File: config.mk
export PLATFORM = sky130hd
export DESIGN_NAME = gaps_regs
export DESIGN_NICKNAME = d
export VERILOG_FILES = /design/src/sv/gaps_pkg.sv /design/src/sv/gaps_regs.sv
export SDC_FILE = /design/constraint.sdc
export NUM_CORES = 1
export LEC_CHECK = 0
export BUFFER_PORTS_ARGS = -buffer_cell sky130_fd_sc_hd__buf_4
export CAP_MARGIN = 20
export CORE_ASPECT_RATIO = 0.7
export CORE_MARGIN = 8
export CORE_UTILIZATION = 38
export CTS_CLUSTER_DIAMETER = 200
export DETAILED_ROUTE_END_ITERATION = 12
export PLACE_DENSITY_LB_ADDON = 0.08
export RECOVER_POWER = 100
export SLEW_MARGIN = 15
export SYNTH_ARGS = -nofsm -noshare
export SYNTH_HDL_FRONTEND = slang
export SYNTH_SLANG_ARGS = --single-unit
File: constraint.sdc
create_clock -name clk -period 1.03 [get_ports clk]
set_clock_uncertainty 0.1 [all_clocks]
set_input_delay 0.0515 -clock clk [delete_from_list [all_inputs] [get_ports clk]]
set_output_delay 0.0515 -clock clk [all_outputs]
set_load 0.01 [all_outputs]
File: src/sv/gaps_pkg.sv
// Shared types, constants and helpers of the grid path search unit.
// Used by the channel interfaces and by every module of the block.
package gaps_pkg;

  localparam int GRID_MAX = 32;
  localparam int COORD_W  = 5;
  localparam int IDX_W    = 2 * COORD_W;
  localparam int CELLS    = GRID_MAX * GRID_MAX;
  localparam int COST_W   = 14;
  localparam int STAMP_W  = 13;
  localparam int LEN_W    = 11;
  localparam int SIZE_W   = 6;
  localparam int F_W      = COST_W + 1;
  localparam int DATA_W   = COST_W + 2 + STAMP_W;

  localparam logic [COST_W-1:0] STEP_COST = COST_W'(10);
  localparam logic [IDX_W-1:0]  IDX_LAST  = IDX_W'(CELLS - 1);
  localparam logic [LEN_W-1:0]  LEN_MAX   = LEN_W'(CELLS);
  localparam logic [SIZE_W-1:0] SIZE_MAX  = SIZE_W'(32);

  // Input kinds.
  localparam logic [1:0] KIND_LOAD   = 2'd0;
  localparam logic [1:0] KIND_SEARCH = 2'd1;
  localparam logic [1:0] KIND_READ   = 2'd2;

  // Result status codes.
  localparam logic [2:0] ST_LOAD   = 3'd0;
  localparam logic [2:0] ST_FOUND  = 3'd1;
  localparam logic [2:0] ST_NOPATH = 3'd2;
  localparam logic [2:0] ST_CELL   = 3'd3;
  localparam logic [2:0] ST_END    = 3'd4;

  // Step directions.
  localparam logic [1:0] DIR_UP    = 2'd0;
  localparam logic [1:0] DIR_RIGHT = 2'd1;
  localparam logic [1:0] DIR_DOWN  = 2'd2;
  localparam logic [1:0] DIR_LEFT  = 2'd3;

  // Configuration register indexes.
  localparam logic [2:0] REG_GRID_SIZE = 3'd0;
  localparam logic [2:0] REG_START_X   = 3'd1;
  localparam logic [2:0] REG_START_Y   = 3'd2;
  localparam logic [2:0] REG_GOAL_X    = 3'd3;
  localparam logic [2:0] REG_GOAL_Y    = 3'd4;

  typedef struct packed {
    logic [COORD_W-1:0] x;
    logic [COORD_W-1:0] y;
  } coord_t;

  typedef struct packed {
    logic [1:0]         kind;
    logic [COORD_W-1:0] cell_x;
    logic [COORD_W-1:0] cell_y;
    logic               wall;
  } in_item_t;

  typedef struct packed {
    logic [2:0]         status;
    logic [LEN_W-1:0]   path_length;
    logic [COORD_W-1:0] out_x;
    logic [COORD_W-1:0] out_y;
    logic               last;
  } out_item_t;

  typedef struct packed {
    logic [SIZE_W-1:0]  grid_size;
    logic [COORD_W-1:0] start_x;
    logic [COORD_W-1:0] start_y;
    logic [COORD_W-1:0] goal_x;
    logic [COORD_W-1:0] goal_y;
  } cfg_t;

  typedef enum logic [3:0] {
    OP_NONE,
    OP_IDLE,
    OP_WALL_CLR,
    OP_MARK_CLR,
    OP_GOAL,
    OP_CLOSE,
    OP_NB_RD,
    OP_NB_WR,
    OP_SCAN,
    OP_PICK,
    OP_LEN_RD,
    OP_LEN_STEP,
    OP_FOUND,
    OP_WALK_RD,
    OP_WALK_STEP
  } op_t;

  typedef struct packed {
    op_t  op;
    logic accept;
  } cmd_t;

  typedef struct packed {
    logic sweep_last;
    logic nb_ok;
    logic dir_last;
    logic at_goal;
    logic len_done;
    logic have_best;
    logic is_search;
    logic step_walk;
    logic out_free;
  } status_t;

  // One step from c in direction d, wrapping at the coordinate width.
  function automatic coord_t gaps_move(input logic [1:0] d, input coord_t c);
    coord_t r;
    r = c;
    case (d)
      DIR_UP:    r.y = c.y - COORD_W'(1);
      DIR_RIGHT: r.x = c.x + COORD_W'(1);
      DIR_DOWN:  r.y = c.y + COORD_W'(1);
      default:   r.x = c.x - COORD_W'(1);
    endcase
    return r;
  endfunction

endpackage

File: src/sv/gaps_regs.sv
// APB-style configuration registers: grid size, start and goal cells.
// Depends on gaps_pkg.
module gaps_regs import gaps_pkg::*; (
  input  logic        clk,
  input  logic        rst,
  input  logic        psel,
  input  logic        penable,
  input  logic        pwrite,
  input  logic [4:0]  paddr,
  input  logic [31:0] pwdata,
  output logic [31:0] prdata,
  output logic        pready,
  output cfg_t        cfg
);

  logic       wr_en;
  logic [2:0] reg_idx;

  assign pready  = 1'b1;
  assign wr_en   = psel && penable && pwrite;
  assign reg_idx = paddr[4:2];

  always_ff @(posedge clk) begin
    if (rst) begin
      cfg.grid_size <= SIZE_W'(29);
      cfg.start_x   <= COORD_W'(1);
      cfg.start_y   <= COORD_W'(1);
      cfg.goal_x    <= COORD_W'(27);
      cfg.goal_y    <= COORD_W'(27);
    end else if (wr_en) begin
      unique case (reg_idx)
        REG_GRID_SIZE: cfg.grid_size <= pwdata[SIZE_W-1:0];
        REG_START_X:   cfg.start_x   <= pwdata[COORD_W-1:0];
        REG_START_Y:   cfg.start_y   <= pwdata[COORD_W-1:0];
        REG_GOAL_X:    cfg.goal_x    <= pwdata[COORD_W-1:0];
        REG_GOAL_Y:    cfg.goal_y    <= pwdata[COORD_W-1:0];
        default: ;
      endcase
    end
  end

  always_comb begin
    unique case (reg_idx)
      REG_GRID_SIZE: prdata = {{(32-SIZE_W){1'b0}}, cfg.grid_size};
      REG_START_X:   prdata = {{(32-COORD_W){1'b0}}, cfg.start_x};
      REG_START_Y:   prdata = {{(32-COORD_W){1'b0}}, cfg.start_y};
      REG_GOAL_X:    prdata = {{(32-COORD_W){1'b0}}, cfg.goal_x};
      REG_GOAL_Y:    prdata = {{(32-COORD_W){1'b0}}, cfg.goal_y};
      default:       prdata = 32'd0;
    endcase
  end

endmodule

# Word level (Yosys, flattened, before mapping)
# Cells that the tools add are included.
# word_totals
ff_bits,26
elab_cells,18
out_inout_bits,59
in_bits,42
# op_classes
reduce_logical,8
eq_ne,4
mux,1
# ops
cell,n
6-bit case mux with 5 select lines,1
2-bit AND reduction,5
"3-bit by 2-bit equality test with 1-bit output, second input constant",2
"3-bit by 1-bit equality test with 1-bit output, second input constant",1
"3-bit equality test, second input constant",1
3-bit logical NOT,1
1-bit logical AND,2

# Longest topological paths before layout
# logic_depth
word_depth,3
mapped_depth,5
depth_no_buf,3

# Least setup slack after synthesis
# Ideal clock, no wire load.
# synth_timing
path_kind,input port to output port
startpoint,input paddr[2]
endpoint,output prdata[0]
path_stages,5
arrival_time_ns,0.916
path_slack_ns,-0.037
path_buffers,2
required_ns,0.878
path_cell_list,buf_4 -> buf_4 -> nor2b_1 -> a22oi_1 -> o22ai_1
# synth_via
elab_chain_cells,2
word_cells_on_any_way,6
classes_between,eq/ne: 4; mux: 1; reduce/logical: 1
# synth_lines
element,line_no,text
from (decl),gaps_regs.sv:9,"input logic [4:0] paddr,"
"3-bit equality test, or another cell as far along",gaps_regs.sv:43,unique case (reg_idx)
6-bit case mux with 5 select lines (*),gaps_regs.sv:43,
to (decl),gaps_regs.sv:11,"output logic [31:0] prdata,"
# Mark *: on every way between the ends. The rest lies on a longest branch, timed or not.

# Worst setup path in the final report
# layout_timing
startpoint,register cfg[10] in the netlist's numbering
endpoint,output prdata[0]
# layout_via
elab_chain_cells,1
# layout_lines
element,line_no,text
from (decl),gaps_regs.sv:13,output cfg_t cfg
6-bit case mux with 5 select lines,gaps_regs.sv:43,
# No other way between the ends.

==> metrics.md <==
| Metric | Value |
|---|---|
| Status | `complete, but fails checks` |
| Violations in the final reports | `hold timing, setup timing` |
| Routed vias/inst | `4.55` |
| Via Count | `1298` |
| Vias in the first global route | `1374` |
| Initial core utilization | `39.3%` |
| Cell accounting for the most synthesized area | `dfxtp_1` |
| Fin. max-slew vios | `0` |
| Share of the synthesized area in the top cell type | `approximately 34%` |
| Static Leakage | `0.965 nW` |
| Slowest-stage cell, CP | `dfxtp_2` |
| Max VDD drop | `0.000616 V` |
| Max_cap viols | `0` |
| Number of synthesis warnings | `0` |
| # DRC | `0` |
| Hold_ws | `-0.0129 ns` |
| CTS HTree Levels | `1` |
| Hold_buf cts | `5` |
| TritonRoute pass-1 iters | `4` |
| Final Hold Vio Count | `3` |
| Yosys cell types | `27` |
| Count leader, synth | `buf_4` |
| Worst setup EP type | `primary output` |
| Most frequent cells after synthesis | `29 x buf_4, 26 x dfxtp_1, 26 x mux2i_1` |
| GR Util All Layers | `13.3%` |
| Util after Layout | `55.9%` |
| Max reg flops | `26` |
| Die width | `91.9 um` |
| Area contributors post-synth | `dfxtp_1 34%, mux2i_1 17%, buf_4 14%, nand2b_1 6.9%, nor2_1 4.9%` |
| Post-synthesis async set-or-reset flop share | `0%` |
| Setup Viol. Count Final | `6` |
| Mapped Area | `1530 um^2` |
| Top FF cell, synth | `dfxtp_1` |
| Fin crit period | `1.40 ns` |
| Iter 0 DRT Violations | `44` |
| Hold Crit Class | `primary input to register` |
| Number of synthesized flops with an enable pin | `0` |
| Num ports | `101` |
| Synth Area per Inst | `roughly 9.4 um^2` |
| Worst path arrival time | `1.25 ns` |
| Synthesized netlist cell count | `163` |
| Initial antenna violation count | `0` |
| Clock-pin slew on the worst setup and hold paths | `0.09 ns` |
| Input/output buffers | `45` |
| Area delta synth->final | `42.1%` |
| CTS root buffer | `clkbuf_8` |
| Core ar. | `3900 um^2` |
| Placed Cells | `~280` |
| Diode count | `0` |
| Top Registers | `cfg (26)` |
| Pwr Density | `between 1000 and 1500 nW/um^2` |
| CP cell instances | `mux2_4, a22oi_2, o22ai_2, buf_4` |
| Clock latency at the later pin of the worst-skew pair | `0.27 ns` |
| CTS tree | `done` |
| Fin crit share | `136%` |
| Critical Path Max Stage Delay | `0.33 ns` |
| Worst Slack Setup Final | `-0.374 ns` |
| Die extent in y | `between 60 and 70 um` |
| Type of origin of the critical path | `register` |
| Total gr overflow | `0` |
| RSZ-0062 raised after global routing | `true` |
| Inserted Clock Buffers | `3` |
| Largest net degree at the start of global routing | `35` |
| Crit path kind | `register to primary output` |
| Seq/Total Area, Yosys | `34.0%` |
| Top reg by flops | `cfg` |
| Synthesis-stage register bit count | `26` |
| Finished Layout Cells | `roughly 290` |
| Final WL | `4370 um` |
| Post-DP HPWL | `around 3400 um` |
| DIE AREA | `6350 um^2` |
| Nets | `~280` |
| Clock sinks | `26` |
| Share of cells above drive strength 1 | `42.5%` |
| Final ANT Viol Nets | `0` |
| Placement row count | `19` |
| Fmax | `just over 700 MHz` |
| Placer Congestion | `0.754` |
| WP data required | `0.88 ns` |
| Critical path peak fanout | `2` |
| Post-DR wirelength/cell | `15.3 um` |
| CTS max path bufs | `2` |
| First-pass GRT wire length | `7030 um` |
logic make-up after synthesis:
kind of cell	after synthesis	synth area share, %
muxes	31	20.7
other	2	0.490
DFF	26	34.0
buffers and inverters	38	17.6
and+or+nand+nor	51	20.7
AOI/OAI and AO/OA	15	6.69
per-layer routing:
metal / global-route usage, % / vias up / routed length (um)
met5: 0 / - / 0
li1: - / 642 / -
met1: 17.2 / 605 / 2080
met4: 1.60 / 0 / 14
met2: 21.4 / 49 / 1940
met3: 4.65 / 2 / 330
worst paths after layout:
kind / from / endpoint / slack [ns] / cells past startpoint
setup / recovery: cfg[10]$_SDFFE_PP1P_ / prdata[0] / -0.37 / 4
hold reg to reg: cfg[18]$_SDFFE_PP0P_ / cfg[18]$_SDFFE_PP0P_ / 0.40 / 2
setup reg to reg: cfg[10]$_SDFFE_PP1P_ / cfg[10]$_SDFFE_PP1P_ / 0.18 / 3
hold / removal: pwdata[0] / cfg[10]$_SDFFE_PP1P_ / -0.01 / 3
final cells by class:
cell class	count	area, um^2
fill	385	1720
multi-input combinational	124	927
sequential	26	534
inverter	1	3.75
timing repair buffer	78	577
clock inverter	1	30.0
tap	52	65.1
clock buffer	3	41.3
worst max-delay path: cells and delay by family (launching register included):
kind	cells	cell delay, ns
DFF	1	0.33
muxes	1	0.27
buffers and inverters	1	0.15
AOI/OAI and AO/OA	2	0.23
cell usage in the layout (no fill, tap or decap), types with 11 or more instances in the layout:
master and n:
mux2i_1 26, buf_4 39, dfxtp_2 11, dfxtp_1 15
nor2_1 21, clkbuf_1 12, nand2b_1 17, buf_6 11
conb_1 27
per-stage QoR:
step | hold slack [ns] | setup TNS (ns) | area [um^2] | setup slack [ns] | power, W
4_1_cts | -0.0114 | -1.92 | 2180 | -0.383 | 0.00227
2_1_floorplan | 0.107 | -0.0989 | 1650 | -0.0235 | 0.00132
6_report | -0.0129 | -1.81 | 2180 | -0.374 | 0.00225
3_5_place_dp | 0.242 | -3.41 | 1990 | -0.204 | 0.00138
5_1_grt | -0.00559 | -2.19 | 2180 | -0.419 | 0.00235
3_3_place_gp | 0.220 | -3.09 | 1990 | -0.196 | 0.00138
timing repair:
action,in CTS,in global routing
endpoints found under the setup margin,7,17
cloned,0,0
pin swaps,10,6
gates resized for setup,19,19
buffers inserted,1,0
hold endpoints to repair,17,1
power by group:
| part | internal (W) | total [W] | switching (W) |
|---|---|---|---|
| Clock | 0.000520 | 0.000853 | 0.000333 |
| Sequential | 0.00101 | 0.00102 | 0.00000578 |
| Combinational | 0.000172 | 0.000382 | 0.000210 |
| Total | 0.00170 | 0.00225 | 0.000548 |
Power figures use the tool's default switching activity.
