--- src/sv/gaps_pkg.sv ---
// Shared types, constants and helpers of the grid path search unit.
// Used by the channel interfaces and by every module of the block.
package gaps_pkg;

  localparam int GRID_MAX = 32;
  localparam int COORD_W  = 5;
  localparam int IDX_W    = 2 * COORD_W;
  localparam int CELLS    = GRID_MAX * GRID_MAX;
  localparam int COST_W   = 14;
  localparam int STAMP_W  = 13;
  localparam int LEN_W    = 11;
  localparam int SIZE_W   = 6;
  localparam int F_W      = COST_W + 1;
  localparam int DATA_W   = COST_W + 2 + STAMP_W;

  localparam logic [COST_W-1:0] STEP_COST = COST_W'(10);
  localparam logic [IDX_W-1:0]  IDX_LAST  = IDX_W'(CELLS - 1);
  localparam logic [LEN_W-1:0]  LEN_MAX   = LEN_W'(CELLS);
  localparam logic [SIZE_W-1:0] SIZE_MAX  = SIZE_W'(32);

  // Input kinds.
  localparam logic [1:0] KIND_LOAD   = 2'd0;
  localparam logic [1:0] KIND_SEARCH = 2'd1;
  localparam logic [1:0] KIND_READ   = 2'd2;

  // Result status codes.
  localparam logic [2:0] ST_LOAD   = 3'd0;
  localparam logic [2:0] ST_FOUND  = 3'd1;
  localparam logic [2:0] ST_NOPATH = 3'd2;
  localparam logic [2:0] ST_CELL   = 3'd3;
  localparam logic [2:0] ST_END    = 3'd4;

  // Step directions.
  localparam logic [1:0] DIR_UP    = 2'd0;
  localparam logic [1:0] DIR_RIGHT = 2'd1;
  localparam logic [1:0] DIR_DOWN  = 2'd2;
  localparam logic [1:0] DIR_LEFT  = 2'd3;

  // Configuration register indexes.
  localparam logic [2:0] REG_GRID_SIZE = 3'd0;
  localparam logic [2:0] REG_START_X   = 3'd1;
  localparam logic [2:0] REG_START_Y   = 3'd2;
  localparam logic [2:0] REG_GOAL_X    = 3'd3;
  localparam logic [2:0] REG_GOAL_Y    = 3'd4;

  typedef struct packed {
    logic [COORD_W-1:0] x;
    logic [COORD_W-1:0] y;
  } coord_t;

  typedef struct packed {
    logic [1:0]         kind;
    logic [COORD_W-1:0] cell_x;
    logic [COORD_W-1:0] cell_y;
    logic               wall;
  } in_item_t;

  typedef struct packed {
    logic [2:0]         status;
    logic [LEN_W-1:0]   path_length;
    logic [COORD_W-1:0] out_x;
    logic [COORD_W-1:0] out_y;
    logic               last;
  } out_item_t;

  typedef struct packed {
    logic [SIZE_W-1:0]  grid_size;
    logic [COORD_W-1:0] start_x;
    logic [COORD_W-1:0] start_y;
    logic [COORD_W-1:0] goal_x;
    logic [COORD_W-1:0] goal_y;
  } cfg_t;

  typedef enum logic [3:0] {
    OP_NONE,
    OP_IDLE,
    OP_WALL_CLR,
    OP_MARK_CLR,
    OP_GOAL,
    OP_CLOSE,
    OP_NB_RD,
    OP_NB_WR,
    OP_SCAN,
    OP_PICK,
    OP_LEN_RD,
    OP_LEN_STEP,
    OP_FOUND,
    OP_WALK_RD,
    OP_WALK_STEP
  } op_t;

  typedef struct packed {
    op_t  op;
    logic accept;
  } cmd_t;

  typedef struct packed {
    logic sweep_last;
    logic nb_ok;
    logic dir_last;
    logic at_goal;
    logic len_done;
    logic have_best;
    logic is_search;
    logic step_walk;
    logic out_free;
  } status_t;

  // One step from c in direction d, wrapping at the coordinate width.
  function automatic coord_t gaps_move(input logic [1:0] d, input coord_t c);
    coord_t r;
    r = c;
    case (d)
      DIR_UP:    r.y = c.y - COORD_W'(1);
      DIR_RIGHT: r.x = c.x + COORD_W'(1);
      DIR_DOWN:  r.y = c.y + COORD_W'(1);
      default:   r.x = c.x - COORD_W'(1);
    endcase
    return r;
  endfunction

endpackage

--- src/sv/gaps_ctrl.sv ---
// Controller state machine of the grid path search unit.
// Depends on gaps_pkg; drives commands to gaps_dp and reads its status.
module gaps_ctrl import gaps_pkg::*; (
  input  logic    clk,
  input  logic    rst,
  input  logic    in_valid,
  output logic    in_ready,
  input  status_t st,
  output cmd_t    cmd
);

  typedef enum logic [3:0] {
    S_WINIT, S_IDLE, S_CLR, S_GOAL, S_CLOSE, S_NRD, S_NWR, S_SCAN,
    S_DR1, S_DR2, S_PICK, S_LEN, S_LENW, S_FOUND, S_WALK, S_WALKW
  } state_t;

  state_t state;
  state_t state_next;
  logic   accept;

  assign in_ready = (state == S_IDLE) && st.out_free;
  assign accept   = in_valid && in_ready;

  always_comb begin
    state_next = state;
    cmd.accept = accept;
    cmd.op     = OP_NONE;
    unique case (state)
      S_WINIT: begin
        cmd.op = OP_WALL_CLR;
        if (st.sweep_last) state_next = S_IDLE;
      end
      S_IDLE: begin
        cmd.op = OP_IDLE;
        if (accept && st.is_search) state_next = S_CLR;
        else if (accept && st.step_walk) state_next = S_WALK;
      end
      S_CLR: begin
        cmd.op = OP_MARK_CLR;
        if (st.sweep_last) state_next = S_GOAL;
      end
      S_GOAL: begin
        cmd.op     = OP_GOAL;
        state_next = st.at_goal ? S_LEN : S_CLOSE;
      end
      S_CLOSE: begin
        cmd.op     = OP_CLOSE;
        state_next = S_NRD;
      end
      S_NRD: begin
        cmd.op = OP_NB_RD;
        if (st.nb_ok) state_next = S_NWR;
        else if (st.dir_last) state_next = S_SCAN;
      end
      S_NWR: begin
        cmd.op     = OP_NB_WR;
        state_next = st.dir_last ? S_SCAN : S_NRD;
      end
      S_SCAN: begin
        cmd.op = OP_SCAN;
        if (st.sweep_last) state_next = S_DR1;
      end
      S_DR1: state_next = S_DR2;
      S_DR2: state_next = S_PICK;
      S_PICK: begin
        cmd.op     = OP_PICK;
        state_next = st.have_best ? S_GOAL : S_IDLE;
      end
      S_LEN: begin
        cmd.op     = OP_LEN_RD;
        state_next = st.len_done ? S_FOUND : S_LENW;
      end
      S_LENW: begin
        cmd.op     = OP_LEN_STEP;
        state_next = S_LEN;
      end
      S_FOUND: begin
        cmd.op     = OP_FOUND;
        state_next = S_IDLE;
      end
      S_WALK: begin
        cmd.op     = OP_WALK_RD;
        state_next = S_WALKW;
      end
      S_WALKW: begin
        cmd.op     = OP_WALK_STEP;
        state_next = S_IDLE;
      end
      default: state_next = S_IDLE;
    endcase
  end

  always_ff @(posedge clk) begin
    if (rst) begin
      state <= S_WINIT;
    end else begin
      state <= state_next;
    end
  end

endmodule

--- config.mk ---
export PLATFORM = sky130hd
export DESIGN_NAME = gaps_ctrl
export DESIGN_NICKNAME = d
export VERILOG_FILES = /design/src/sv/gaps_pkg.sv /design/src/sv/gaps_ctrl.sv
export SDC_FILE = /design/constraint.sdc
export NUM_CORES = 1
export LEC_CHECK = 0
export ABC_AREA = 1
export BUFFER_PORTS_ARGS = -buffer_cell sky130_fd_sc_hd__buf_4
export CAP_MARGIN = 25
export CORE_MARGIN = 3
export CORE_UTILIZATION = 33
export CTS_CLUSTER_SIZE = 12
export DETAILED_ROUTE_END_ITERATION = 7
export GPL_ROUTABILITY_DRIVEN = 0
export SKIP_CTS_REPAIR_TIMING = 1
export SYNTH_ARGS = -nofsm -noshare
export SYNTH_HDL_FRONTEND = slang
export SYNTH_SLANG_ARGS = --single-unit
--- constraint.sdc ---
create_clock -name clk -period 1.73 [get_ports clk]
set_input_delay 0 -clock clk [delete_from_list [all_inputs] [get_ports clk]]
set_output_delay 0 -clock clk [all_outputs]
set_load 0.01 [all_outputs]
# ---- Word level (Yosys, flattened, before mapping)
# Index checks and enable logic that the tools add are counted.
dict set report word_totals {
  regBits 4
  input_bits 12
  output_inout_bits 6
  word_cells 41
}
dict set report op_classes {
  eq_ne 20
  n_mux 13
  n_reduce_logical 7
}
# op n
set op_table {}
lappend op_table {{4-bit one-hot mux with 15 select lines} 1}
lappend op_table {{4-bit one-hot mux with 14 select lines} 1}
lappend op_table {{4-bit == test (second input constant)} 8}
lappend op_table {{4-bit 2-to-1 mux} 8}
lappend op_table {{4-bit by 3-bit == test with 1-bit output (second input constant)} 4}
lappend op_table {{4-bit by 2-bit == test with 1-bit output (second input constant)} 2}
lappend op_table {{2-bit != test (second input constant)} 3}
lappend op_table {{5-bit AND reduction} 1}
lappend op_table {{4-bit by 1-bit == test with 1-bit output (second input constant)} 1}
lappend op_table {{1-bit logical AND} 4}
lappend op_table {{4-bit zero test} 1}
lappend op_table {{2-bit 2-to-1 mux} 2}
lappend op_table {{3-bit by 1-bit != test with 1-bit output (second input constant)} 1}
lappend op_table {{3-bit != test (second input constant)} 1}
lappend op_table {{2-bit OR reduction} 1}
lappend op_table {{1-bit 2-to-1 mux} 1}

# ---- Longest topological paths before layout
# Gate-level depths: netlist (run 1).
dict set report logic_depth {
  word_depth 7
  mapped_depth 10
  ltp_nobuf 10
}

# ---- Worst setup path after synthesis (run 1)
# Ideal clock, no wire load.
dict set report synth_path {
  path_type {register to register}
  from {register state[0]}
  to {register state[0]}
  setup_ns 0.114
  arrival_time_ns 1.137
  required_ns 1.616
  slack_ns 0.479
  path_stages_with_launch 10
  n_path_buf 0
  synth_period_minus_slack_ns 1.251
  cell_sequence {dfxtp_1 -> inv_2 -> nor2_4 -> nand2_4 -> nor2_4 -> nand3_2 -> nand2_2 -> nand2_4 -> nor2_1 -> nor2_2}
}
dict set report synth_via {
  elab_chain_cells 6
  word_cells_on_any_way 29
  cone_classes {eq/ne: 20; mux: 2; reduce/logical: 7}
}
# item line
set synth_rtl {}
lappend synth_rtl {{from (decl)} gaps_ctrl.sv:17} ;# state_t state;
lappend synth_rtl {{from (signal assigned)} gaps_ctrl.sv:97} ;# state <= state_next;
lappend synth_rtl {{4-bit by 1-bit == test with 1-bit output (*)} gaps_ctrl.sv:21} ;# assign in_ready = (state == S_IDLE) && st.out_free;
lappend synth_rtl {{1-bit logical AND (*)} gaps_ctrl.sv:21}
lappend synth_rtl {{named net in_ready} gaps_ctrl.sv:7} ;# output logic in_ready,
lappend synth_rtl {{1-bit logical AND (*)} gaps_ctrl.sv:22} ;# assign accept = in_valid && in_ready;
lappend synth_rtl {{1-bit logical AND (on tied branches)} {gaps_ctrl.sv:35, gaps_ctrl.sv:36}}
lappend synth_rtl {{4-bit 2-to-1 mux / 3-bit by 1-bit != test with 1-bit output (equally long branches)} --}
lappend synth_rtl {{4-bit one-hot mux with 15 select lines / 5-bit AND reduction (equally long branches)} --}
# Mark *: on every way through the listed nets, which the timed path passes. The rest lies on a longest branch.
# A chain may end at the register's enable or synchronous reset.

# ---- Final worst setup path (run 1)
dict set report layout_path {
  from {register state[1]}
  to {register state[2]}
}
dict set report layout_via {
  elab_chain_cells 6
  word_cells_on_any_way 29
  cone_classes {eq/ne: 20; mux: 2; reduce/logical: 7}
}
# item line
set layout_rtl {}
lappend layout_rtl {{4-bit by 1-bit == test with 1-bit output} {gaps_ctrl.sv:21, gaps_ctrl.sv:28}}
lappend layout_rtl {{1-bit logical AND} gaps_ctrl.sv:21}
lappend layout_rtl {{1-bit logical AND} gaps_ctrl.sv:22}
lappend layout_rtl {{1-bit logical AND (on tied branches)} {gaps_ctrl.sv:35, gaps_ctrl.sv:36}}
lappend layout_rtl {{4-bit 2-to-1 mux / 3-bit by 1-bit != test with 1-bit output (equally long branches)} --}
lappend layout_rtl {{4-bit one-hot mux with 15 select lines / 5-bit AND reduction (equally long branches)} --}
# Several ways; a longest one is shown, not always the timed one.

==> flow_summary.ini, run 1 <==
[grt]
grt_pass1_wl_um = 2387
overflow = 0
first_global_vias = 577
antenna_found_initial = 0
track_usage_pct = 15.85
grt_max_degree = 10

[placement]
hpwl_um = 1231
place_area_um2 = 659.4
port_buffers = 17

[cts]
clk_latency_ns = 0.23
htreeDepth = 1
clockBufferDepth = 2
clkTransAtPathRegs_ns = 0.04
cts_tree = yes
clock-sinks = 4
root_buffer = clkbuf_4
cts_made_buffers = 3

[setup_path]
crit_chain = nand2_1 > inv_2 > nand2_1 > a21oi_1 > nor2_2 > nand2_4 > nand2_1 > nand2_1 > nor2_1
required_ns = 1.85
startpoint_type = flop
critPathArrivalTime_ns = 1.60
cpPeakStageDelay_ns = 0.53
worstSetupPathType = reg -> reg
reg2reg_to = state[2]
worst-path-max-fanout = 9
crit_start = state[1]
r2r_setup_slack_ns = 0.25
endpoint_kind = flop
crit-reg2reg-launch = state[1]
worstRegToRegCells = 9
cp_slowest_cell = dfxtp_1
path_common_cell = nand2_1

[layout]
largest_register_ffs = 4
seq_area_um2 = 80.08
fillers = 137
drive_gt1_share_pct = 33.33
final_cell_area_um2 = 691.9
layout_commonest_cell = nand2_1
top_regs = state (4)
multi_input_area_um2 = 391.6
largest_register = state
antenna_cells = 0
synthToLayoutAreaGrowth_pct = 30.12
nNetsFinal = 122
layout_common_cells = 24 x nand2_1, 17 x buf_4, 15 x nor2_1

[power_and_ir_drop]
irDropWorstVdd_uv = 825.0
seqPwrFrac_pct = 18.0
powerDensity_nw_per_um2 = 1561
p_sw_mw = 0.5664
power_mw = 1.080
leakage_nw = 0.3449
pwr-share-clk_pct = 10.5
p_int_mw = 0.5139
p_sw_share_pct = 52.43
combPwrFrac_pct = 71.5

[min_path]
holdCritPathClass = in -> reg
whs_path_depth = 5
min_from = st[3]
min_to = state[1]

[detailed_routing]
wl_per_cell_um = 11.83
routed_wl_um = 1455
drc = 0
first_pass_iters = 5
vias = 617
drt-initial-drc-count = 13
vias_per_cell = 5.016
postRouteAntennaNets = 0

[yosys]
yosysSeqAreaShare_pct = 15.06
syn_inst = 89
ys_warn_count = 0
syn_area_per_cell_um2 = 5.975
synth_top_area_share_pct = 16.94
netlist_area_um2 = 531.8
ys_seq_elements = 4
synth.area.top_cells = nand2_1 17%, dfxtp_1 15%, nor2_1 11%, nor2_4 6.4%, inv_1 5.6%
syn-num-nets = 101
yosysTopAreaCell = nand2_1
ys_types = 25

[floorplanning]
die_y_um = 46.14
start_util_pct = 38.01
core.rowCount = 13
pin_count = 18
core_area_um2 = 1399
dieWidth_um = 46.14
dieArea_um2 = 2129

[sta]
tightestPinTransition_ns = 0.3647
rsz0062_at_grt = false
slew_headroom_pct = 75.65
timing.final.crit_share_pct = 85.31
timing.fmax_mhz = 677.6
slew_violations = 0
setup-violations-final = 0
hold_viol = 0
fin_tns_setup_ns = 0
fin_skew_ns = 0.005087
period_needed_ns = 1.476

[outcome]
status = finished clean

[job]
max_cap_violations = 0
==> Yosys cell counts <==
library cell,instances
nor3b_1,1
nand2_1,24
o221ai_1,1
o21a_1,1
o22ai_1,1
nand2_4,2
a31oi_1,1
dfxtp_1,4
nand2_2,1
inv_2,3
nor2_1,15
or2_2,1
nor3_1,1
a31oi_4,1
nor2_2,3
o21ai_0,5
nand3_2,1
buf_6,1
a21oi_1,1
nand4_1,4
inv_1,8
buf_4,1
nand3_1,4
nor3_2,1
nor2_4,3
==> metrics by stage <==
stage | instances | setup WS (ns) | hold WS (ns) | utilization [%]
after floorplan | 89 | 0.4793 | 0.06972 | -
after global placement | 119 | 0.2580 | 0.1779 | 47.14
after detailed placement | 119 | 0.2746 | 0.1770 | 47.14
after CTS | 122 | 0.2560 | -0.06997 | 48.75
after global routing | 123 | 0.1125 | 0.2172 | 49.46
final | 123 | 0.2541 | 0.1774 | 49.46
==> logic make-up after synthesis <==
logic type | synth area share [%]
buf+inv | 11.29
compound gates | 15.06
simple gates | 58.59
flops | 15.06
==> power by group through the flow <==
| stage | Clock [mW] | Combinational [mW] | Sequential (mW) |
|---|---|---|---|
| finish | 0.113 | 0.773 | 0.194 |
| detailed placement | 0 | 0.772 | 0.196 |
| global placement | 0 | 0.780 | 0.195 |
| CTS | 0.121 | 0.775 | 0.194 |
| floorplan | 0 | 0.583 | 0.169 |
| global route | 0.125 | 0.863 | 0.207 |
==> critical path: cells and delay by family (launching register included) <==
kind,cells,cell delay (ns)
flops,1,0.53
compound gates,1,0.17
simple gates,7,0.53
buf+inv,1,0.12
==> worst max path at each step <==
stage / cells past startpoint / endpoint
after global routing: 5 / cmd[2]
after floorplan: 9 / state[0]
after CTS: 5 / cmd[2]
after detailed placement: 9 / state[0]
final: 9 / state[2]
after global placement: 9 / state[0]
==> per-layer routing <==
metal / track usage (%) / up-vias / wire length, µm
met4: 10.23 / 0 / 17
li1: - / 325 / -
met1: 20.14 / 268 / 644
met3: 2.734 / 2 / 112
met5: 0 / - / 0
met2: 24.18 / 22 / 681
==> final cells by class <==
type                    count  share of cell area, %
inverters                  11                  5.967
clock buffers               3                  3.255
well taps                  15                  2.712
multi-input cells          72                  56.60
flip-flops and latches      4                  11.57
repair buffers             18                  19.89
No activity file was read; power rests on OpenSTA's default activity.
==> run 2: changes to the inputs <==
--- a/config.mk
+++ b/config.mk
@@ -9,10 +9,11 @@
 export BUFFER_PORTS_ARGS = -buffer_cell sky130_fd_sc_hd__buf_4
 export CAP_MARGIN = 25
 export CORE_MARGIN = 3
-export CORE_UTILIZATION = 33
+export CORE_UTILIZATION = 40
 export CTS_CLUSTER_SIZE = 12
 export DETAILED_ROUTE_END_ITERATION = 7
 export GPL_ROUTABILITY_DRIVEN = 0
+export PLACE_DENSITY = 0.66
 export SKIP_CTS_REPAIR_TIMING = 1
 export SYNTH_ARGS = -nofsm -noshare
 export SYNTH_HDL_FRONTEND = slang
==> run 2 against run 1 <==
Effect of this change:
- clock power is essentially flat
- flip-flop and latch count is the same
- clock skew decreased by 0.0021 ns
- first-iteration DRC count down 46%
==> flow_summary.ini, run 2 (same netlist as run 1, synthesis figures left out) <==
[cts]
cts_tree = yes
clock-sinks = 4
clk_latency_ns = 0.23
root_buffer = clkbuf_4
clkTransAtPathRegs_ns = 0.03
cts_made_buffers = 3
clockBufferDepth = 2
htreeDepth = 1

[detailed_routing]
wl_per_cell_um = 11.29
highest_layer = met4
vias = 623
drt-initial-drc-count = 7
drc = 0
postRouteAntennaNets = 0
vias_per_cell = 5.107
route.met3.wl_um = 42
first_pass_iters = 4
routed_wl_um = 1377
met1_length_um = 663
wl_met2_um = 657

[placement]
hpwl_um = 1139
port_buffers = 17
placed_cells = 118
place_area_um2 = 658.1

[setup_path]
worstSetupPathType = reg -> out
critPathArrivalTime_ns = 1.49
reg2reg_to = state[0]
r2r_setup_slack_ns = 0.27
startpoint_type = flop
endpoint_kind = output port
worstRegToRegCells = 9
crit_start = state[3]
worst-path-max-fanout = 5
crit-reg2reg-launch = state[1]
required_ns = 1.73

[layout]
stdcell_count = 122
multi_input_area_um2 = 391.6
largest_register_ffs = 4
layout_common_cells = 24 x nand2_1, 17 x buf_4, 15 x nor2_1
nNetsFinal = 122
drive_gt1_share_pct = 33.33
final_cell_area_um2 = 690.7
largest_register = state
layout_commonest_cell = nand2_1
synthToLayoutAreaGrowth_pct = 29.88
antenna_cells = 0
fillers = 122
seq_area_um2 = 80.08
top_regs = state (4)

[sta]
timing.fmax_mhz = 672.3
timing.final.crit_share_pct = 85.97
period_needed_ns = 1.487
setup-violations-final = 0
fin_tns_setup_ns = 0
rsz0062_at_grt = false
fin_skew_ns = 0.002968
slew_violations = 0
tightestPinTransition_ns = 0.3597
hold_viol = 0
slew_headroom_pct = 75.99

[floorplanning]
start_util_pct = 45.41
die_y_um = 42.46
dieWidth_um = 42.46
dieArea_um2 = 1803
pin_count = 18
core.rowCount = 12
core_area_um2 = 1171

[min_path]
whs_path_depth = 5
min_from = st[1]
min_to = state[3]
holdCritPathClass = in -> reg

[grt]
grt_pass1_wl_um = 2187
first_global_vias = 547
track_usage_pct = 15.75
overflow = 0
grt_max_degree = 10
antenna_found_initial = 0

[power_and_ir_drop]
powerDensity_nw_per_um2 = 1562
leakage_nw = 0.3449
irDropWorstVdd_uv = 772.4

[outcome]
status = finished clean

[job]
max_cap_violations = 0
run 2: cell counts in the layout (fill, tap and decap cells not counted):
Identical to the previous run, type by type.
run 2: critical path, cell delays in order (launching register included):
cell,delay (ns)
dfxtp_1,0.46
inv_1,0.10
nor2_1,0.21
nand2_1,0.10
o21ai_0,0.11
a31oi_1,0.07
nand4_1,0.08
buf_4,0.12
run 2: per-stage QoR:
stage	total power, mW	utilization, %	hold slack [ns]	setup slack, ns
floorplan	0.7519	-	0.06972	0.4793
detailed placement	0.9620	56.20	0.1784	0.3031
global placement	0.9664	56.20	0.1763	0.3115
CTS	1.082	58.12	-0.06630	0.2310
finish	1.079	58.97	0.1911	0.2427
global route	1.180	58.97	0.2035	0.09330
run 2: report_power, final:
part	leakage [nW]	switching [mW]	internal [mW]
Combinational	0.298	0.461	0.308
Clock	0.0138	0.0344	0.0773
Sequential	0.0331	0.0694	0.128
Total	0.345	0.565	0.514
run 2: worst max path at each step:
stage                     endpoint  slack [ns]  depth (start not counted)
after global placement    state[0]        0.31                          9
final                       cmd[2]        0.24                          7
after CTS                   cmd[2]        0.23                          7
after global routing        cmd[2]        0.09                          7
after floorplan           state[0]        0.48                          9
after detailed placement  state[0]        0.30                          9
run 2: layout make-up:
class / count / area share [%]
Multi-Input combinational cell: 72 / 56.70
Timing Repair Buffer: 18 / 19.93
Sequential cell: 4 / 11.59
Inverter: 11 / 5.978
Clock buffer: 3 / 3.261
Tap cell: 14 / 2.536
run 2: metal layers:
metal  vias to the layer above  global-route usage [%]
met5                         -                       0
met4                         0                   9.317
met3                         2                   1.717
met2                         8                   24.32
met1                       284                   20.71
li1                        329                       -
==> run 3: changes to the inputs <==
--- a/config.mk
+++ b/config.mk
@@ -6,7 +6,7 @@
 export NUM_CORES = 1
 export LEC_CHECK = 0
 export ABC_AREA = 1
-export BUFFER_PORTS_ARGS = -buffer_cell sky130_fd_sc_hd__buf_4
+export BUFFER_PORTS_ARGS = -buffer_cell sky130_fd_sc_hd__clkbuf_2
 export CAP_MARGIN = 25
 export CORE_MARGIN = 3
 export CORE_UTILIZATION = 40
==> run 3 against run 2 <==
Effect of this change:
- via count increased by 1.4%
- worst hold slack got worse by 0.022 ns
- die area unchanged
- setup slack got worse by 0.012 ns
- largest cell class unchanged
- highest routed layer unchanged
==> flow_summary.ini, run 3 (same netlist as run 1, synthesis figures left out) <==
[layout]
synthToLayoutAreaGrowth_pct = 23.29
final_cell_area_um2 = 655.6
top_regs = state (4)
layout_commonest_cell = nand2_1
drive_gt1_share_pct = 33.94
antenna_cells = 0
nNetsFinal = 123
largest_register = state
utilization_pct = 55.98
layout_common_cells = 24 x nand2_1, 17 x clkbuf_2, 15 x nor2_1
largest_register_ffs = 4

[sta]
rsz0062_at_grt = false
setup-violations-final = 0
slew_headroom_pct = 80.79
hold_viol = 0
tightestPinTransition_ns = 0.2878
timing.final.crit_share_pct = 86.68
slew_violations = 0
holdWs_ns = 0.1691
period_needed_ns = 1.500
fin_tns_setup_ns = 0
fin_skew_ns = 0.005929
timing.fmax_mhz = 666.9

[grt]
overflow = 0
first_global_vias = 483
antenna_found_initial = 0
grt_max_degree = 10
grt_pass1_wl_um = 2063
track_usage_pct = 15.06
use_met3_pct = 3.004
met2_usage_pct = 20.36
grt-busiest-layer = met1
grt.met1_usage_pct = 21.21

[detailed_routing]
postRouteAntennaNets = 0
vias_per_cell = 5.138
drc = 0
vias = 632
routed_wl_um = 1330
wl_per_cell_um = 10.81
first_pass_iters = 6
drt-initial-drc-count = 29

[power_and_ir_drop]
powerDensity_nw_per_um2 = 1589
p_sw_share_pct = 53.72
p_int_mw = 0.4822
irDropWorstVdd_uv = 879.9
combPwrFrac_pct = 71.1
power_mw = 1.042
leakage_nw = 0.3385
seqPwrFrac_pct = 17.9
pwr-share-clk_pct = 11.0
p_sw_mw = 0.5596

[cts]
root_buffer = clkbuf_4
htreeDepth = 1
clockBufferDepth = 2
cts_made_buffers = 3
clkTransAtPathRegs_ns = 0.03
clock-sinks = 4
cts_tree = yes
clk_latency_ns = 0.24

[floorplanning]
dieArea_um2 = 1803
die_y_um = 42.46
core_area_um2 = 1171
pin_count = 18
core.rowCount = 12
dieWidth_um = 42.46
start_util_pct = 45.41

[setup_path]
critPathArrivalTime_ns = 1.50
cpLargestDelayFamily = flip-flops
cpPeakStageDelay_ns = 0.45
startpoint_type = flop
required_ns = 1.73
endpoint_kind = output port
cp_slowest_cell = dfxtp_1
worstSetupPathType = reg -> out
worst-path-buf-inv = 2
crit_chain = inv_1 > nor2_1 > nand2_1 > o21ai_0 > a31oi_1 > nand4_1 > clkbuf_2
worst-path-max-fanout = 5

[outcome]
status = finished clean

[min_path]
holdCritPathClass = in -> reg

[placement]
hpwl_um = 1127
place_area_um2 = 623.1
port_buffers = 17

[job]
max_cap_violations = 0
[run 3: changes by cell type in the layout (fill, tap and decap cells not counted), sizes merged]
cell / change
clkbuf: +17
buf: -16
[run 3: layer usage]
| metal | wire [µm] | share of wire (%) |
|---|---|---|
| met5 | 0 | 0 |
| met1 | 600 | 45 |
| met2 | 600 | 45 |
| met3 | 115 | 8.6 |
| met4 | 14 | 1.1 |
[run 3: worst register-to-register path, stage by stage (launching register included)]
cell,delay [ns]
dfxtp_1,0.47
inv_2,0.07
nor2_2,0.17
nand2_1,0.11
a21oi_1,0.17
nor2_2,0.07
nand2_4,0.10
nand2_1,0.05
nand2_1,0.07
nor2_2,0.03
[run 3: power groups by stage]
stage	registers, mW	logic [mW]	clock network [mW]
global route	0.195	0.818	0.127
global placement	0.187	0.749	0
finish	0.186	0.741	0.115
CTS	0.185	0.741	0.120
floorplan	0.169	0.583	0
detailed placement	0.187	0.740	0
[run 3: metrics by stage]
step | setup WS, ns | std cells
floorplan | 0.4793 | 89
global placement | 0.3371 | 119
detailed placement | 0.3424 | 119
CTS | 0.2368 | 122
global route | 0.1311 | 123
finish | 0.2304 | 123
[run 3: final timing paths]
| path | from | to | slack [ns] | cells after the start |
|---|---|---|---|---|
| worst max register to register | state[2] | state[0] | 0.32 | 9 |
| worst min register to register | state[2] | state[2] | 0.65 | 4 |
| worst min-delay path | st[1] | state[3] | 0.17 | 5 |
| worst max-delay path | state[3] | cmd[2] | 0.23 | 7 |
[run 3: layout make-up]
| cell class | count | area, µm² |
|---|---|---|
| inverter | 11 | 41.29 |
| clock buffer | 3 | 22.52 |
| tap | 14 | 17.52 |
| sequential | 4 | 80.08 |
| timing repair buffer | 19 | 102.6 |
| multi-input combinational | 72 | 391.6 |
| fill | 123 | 515.5 |
